--- src/sv/rotating_queue_move_to_front_core_defines.svh ---
// Assertion helpers shared by the list core.
`ifndef ROTATING_QUEUE_MOVE_TO_FRONT_CORE_DEFINES_SVH
`define ROTATING_QUEUE_MOVE_TO_FRONT_CORE_DEFINES_SVH

`ifndef SYNTHESIS

// Checked on every clock edge once reset is released.
`define RQMTF_ASSERT(lbl, clk, rst_n, prop, msg) \
    lbl: assert property (@(posedge clk) disable iff (!rst_n) prop) else $error(msg);

// Checked on every clock edge, reset included.
`define RQMTF_ASSERT_ALWAYS(lbl, clk, prop, msg) \
    lbl: assert property (@(posedge clk) prop) else $error(msg);

`else

`define RQMTF_ASSERT(lbl, clk, rst_n, prop, msg)
`define RQMTF_ASSERT_ALWAYS(lbl, clk, prop, msg)

`endif

`endif

--- src/sv/rqmtf_pkg.sv ---
package rqmtf_pkg;

    localparam int unsigned ENTRY_W = 30;
    localparam int unsigned CMD_W   = 2;
    localparam int unsigned POP_W   = 30;

    typedef logic [ENTRY_W-1:0] t_entry;
    typedef logic [CMD_W-1:0]   t_cmd_bits;

    typedef enum logic [CMD_W-1:0] {
        CMD_NEXT     = 2'd0,
        CMD_EXPEDITE = 2'd1,
        CMD_RESTART  = 2'd2
    } t_cmd;

    // Broadcast controls shared by every cell of the chain.
    typedef struct packed {
        logic restart;
        logic rotate;
        logic compare;
        logic shift;
    } t_cell_ctl;

endpackage

--- src/sv/rqmtf_cell.sv ---
module rqmtf_cell #(
    parameter int unsigned IDX   = 0,
    parameter int unsigned CNT_W = 11
) (
    input  logic                 i_clk,
    input  rqmtf_pkg::t_cell_ctl i_ctl,
    input  logic [CNT_W-1:0]     i_count,
    input  logic                 i_shift_en,
    input  rqmtf_pkg::t_entry    i_left,
    input  rqmtf_pkg::t_entry    i_right,
    input  rqmtf_pkg::t_entry    i_front,
    input  rqmtf_pkg::t_entry    i_id,
    output rqmtf_pkg::t_entry    o_entry,
    output logic                 o_match
);
    import rqmtf_pkg::*;

    t_entry r_entry;
    logic   r_match;
    logic   w_valid;
    logic   w_last;

    assign w_valid = (CNT_W'(IDX) < i_count);
    assign w_last  = (CNT_W'(IDX + 1) == i_count);

    always_ff @(posedge i_clk) begin
        if (i_ctl.restart) begin
            r_entry <= ENTRY_W'(IDX + 1);
        end else if (i_ctl.rotate) begin
            // last live entry takes the old front, the rest move up one place
            r_entry <= w_last ? i_front : i_right;
        end else if (i_ctl.shift && i_shift_en) begin
            r_entry <= i_left;
        end
        if (i_ctl.compare) begin
            r_match <= w_valid && (r_entry == i_id);
        end
    end

    assign o_entry = r_entry;
    assign o_match = r_match;
endmodule

--- config.mk ---
export PLATFORM = sky130hd
export DESIGN_NAME = rqmtf_cell
export DESIGN_NICKNAME = d
export VERILOG_FILES = /design/src/sv/rotating_queue_move_to_front_core_defines.svh /design/src/sv/rqmtf_pkg.sv /design/src/sv/rqmtf_cell.sv
export SDC_FILE = /design/constraint.sdc
export NUM_CORES = 1
export LEC_CHECK = 0
export ABC_CLOCK_PERIOD_IN_PS = 1400
export BUFFER_PORTS_ARGS = -buffer_cell sky130_fd_sc_hd__buf_2
export CAP_MARGIN = 10
export CORE_MARGIN = 2
export CORE_UTILIZATION = 39
export CTS_BUF_LIST = sky130_fd_sc_hd__clkbuf_8
export DETAILED_ROUTE_END_ITERATION = 10
export GPL_TIMING_DRIVEN = 0
export PLACE_DENSITY = 0.82
export SLEW_MARGIN = 20
export SYNTH_ARGS = -nofsm -noshare
export SYNTH_HDL_FRONTEND = slang
export SYNTH_SLANG_ARGS = --single-unit
--- constraint.sdc ---
create_clock -name i_clk -period 1.4 [get_ports i_clk]
set_input_delay 0.07 -clock i_clk [delete_from_list [all_inputs] [get_ports i_clk]]
set_output_delay 0.07 -clock i_clk [all_outputs]
set_load 0.02 [all_outputs]
==> flow_summary.toml <==
[run_status]
outcome = "completed"

[synth]
avgSynthCellArea_sq_um = 8.75
synth_area_sq_um = 1960
synthDistinctLibCells = 23
yosysWarnings = 0
yosysSeqAreaShare_pct = 32.2
synth_seq_cells = 31
synthFlopType = "dfxtp_1"
synth_edf_count = 1
async_flop_share_pct = 0
synthCells = 224
synth_fp_nets = 361

[critical_path]
path_max_fanout = 3
cp.required_ns = 1.54
setup.worst_path.class = "reg2reg"
startpoint_type = "register"
cp-end-kind = "register"
worstReg2RegStart = "o_entry[2]$_SDFFE_PP0P_"
arrival_ns = 1.49
critPathLaunch = "o_entry[2]$_SDFFE_PP0P_"

[sta]
max_slew_margin_pct = 64.1
finalHoldViolCount = 0
hold_slack_ns = 0.0726
drv_slew = 0
fin_crit_ns = 1.35
final.period_utilization_pct = 96.5
worstMarginPinSlew_ns = 0.539
final-setup-viol-count = 0
fmax_mhz = 740
finalClockSkew_ns = 0.00939
rsz0062_at_grt = "true"

[clock_tree]
cts_root_buf = "clkbuf_8"
worstSkewPairLatency_ns = 0.28
tritoncts = "built"
path_clk_slew_ns = 0.07
htreeDepth = 2
cts_sinks = 31
cts_buffers = 5
clock_path_buffers = 2

[hold_path]
hold_path.class = "in2reg"
min_from = "i_front[0]"

[routing]
dr_total_vias = 2508
dr.pass1.iters = 4
routed_wl_mm = 7.71
viasPerCell = 5.39
wl_per_cell_um = 16.6
drc = 0
drt-initial-drc-count = 101
postRouteAntennaNets = 0

[grt]
antenna_found_initial = 0
grt_pass1_wl_mm = 11.1
grt_max_degree = 11
grt-ovfl-total = 0
grt_use_total_pct = 26.5
grt_pass1_vias = 2373

[floorplanning]
fp.dieW_um = 74.9
io_pins = 168
die_h_um = 74.9
start_util_pct = 41.0
core_area_sq_um = 4790
num_rows = 25
die-area_sq_um = 5610

[cells_and_area]
fillers = 473
post-route-util_pct = 63.1
insertedDiodeCount = 0
drive_above_1_share_pct = 46.7
multi_input_area_sq_um = 1280
syn_to_final_growth_pct = 53.9
nets = 535
stdcell_area_sq_um = 3020
seq_area_sq_um = 636

[placement]
io_buffers = 166
post_dp_cell_area_sq_um = 2880
hpwl_mm = 6.04
gp_congestion = 0.792

[pwr]
pwr_density_cell_nw_per_um2 = 780
ir_worst_vdd_mv = 0.475
leakage_nw = 1.64

[flow_run]
cap_violations = 0
## kinds of logic (layout without fill, tap and decap cells)
| kind of cell | count (synthesis) | after routing | share of synthesized area, % |
|---|---|---|---|
| AND/OR/NAND/NOR | 51 | 51 | 12.1 |
| XOR/XNOR | 30 | 30 | 13.4 |
| flip-flops | 31 | 31 | 32.2 |
| buffers and inverters | 23 | 197 | 4.66 |
| multiplexers | 29 | 29 | 14.8 |
| AO/OA/AOI/OAI | 60 | 60 | 22.8 |
## metrics by stage
stage | TNS [ns] | setup WS, ns | total power, mW | std cells
floorplan | 0 | 0.160 | 1.35 | 224
global placement | -3.73 | -0.193 | 1.68 | 457
detailed placement | -4.98 | -0.258 | 1.69 | 457
CTS | 0 | 0.00212 | 2.35 | 465
global route | -0.00803 | -0.00803 | 2.47 | 465
finish | 0 | 0.0487 | 2.35 | 465
## cell type report
cell class	count	share of cell area, %
clock inverter	2	0.249
sequential	31	21.1
timing repair buffer	167	27.9
buffer	22	3.11
multi-input combinational	170	42.5
clock buffer	5	2.28
inverter	1	0.124
tap	67	2.78
## worst max-delay path, stage by stage, from the launching register on
cell and delay (ns):
dfxtp_2 0.33, xor2_1 0.16, nor4_4 0.38, nand4_1 0.19, nor3_2 0.14
## cells in the mapped netlist (2+ instances only)
library cell	n	area (sq um)
a221oi_1	28	245
nand4_1	3	18.8
a31oi_1	28	175
nor3_1	2	10.0
mux2i_1	29	290
clkbuf_1	18	67.6
xor2_1	30	263
nor2_1	4	15.0
buf_2	4	20.0
nand2_1	28	105
nor4_1	9	56.3
dfxtp_1	30	601
## cells in the final DEF (no fill, tap or decap), types with 2 or more instances in the layout
| master | n |
|---|---|
| xor2_1 | 30 |
| buf_2 | 168 |
| nor4_1 | 4 |
| a31oi_1 | 28 |
| nand2_1 | 28 |
| clkbuf_8 | 5 |
| nand4_1 | 3 |
| a221oi_1 | 28 |
| nor4_2 | 4 |
| dfxtp_2 | 4 |
| buf_4 | 2 |
| clkbuf_1 | 17 |
| dfxtp_1 | 26 |
| mux2i_1 | 29 |
| nor2_1 | 4 |
| inv_1 | 3 |
## power by group
group / leakage (nW) / total [mW] / internal [mW] / switching (mW)
sequential: 0.261 / 1.01 / 0.951 / 0.0562
clock: 0.0466 / 0.654 / 0.327 / 0.327
combinational: 1.33 / 0.693 / 0.315 / 0.378
total: 1.64 / 2.35 / 1.59 / 0.761
## worst paths after layout
check	end	cells after the start	slack (ns)
worst max-delay path	o_match$_DFFE_PP_	4	0.05
worst min-delay path	o_entry[0]$_SDFFE_PP1P_	3	0.07
worst max register to register	o_match$_DFFE_PP_	4	0.05
worst min register to register	o_entry[6]$_SDFFE_PP0P_	2	0.50
## per-layer routing
metal,GRT usage (%),part of all wire (%)
met2,48.5,51
met5,0,0
met3,6.83,8.7
met4,6.15,0.69
met1,30.7,39
## flip-flops by register name (all words and copies together) (netlist names)
register and flops:
o_entry 30, o_match 1
## what timing repair did
item,in CTS,in global routing
setup endpoints to repair,1,26
hold endpoints to repair,1,0
setup buffers,0,0
gates resized for setup,5,12
pin swaps,4,4
hold buffers,1,0
Power figures use the tool's default switching activity.
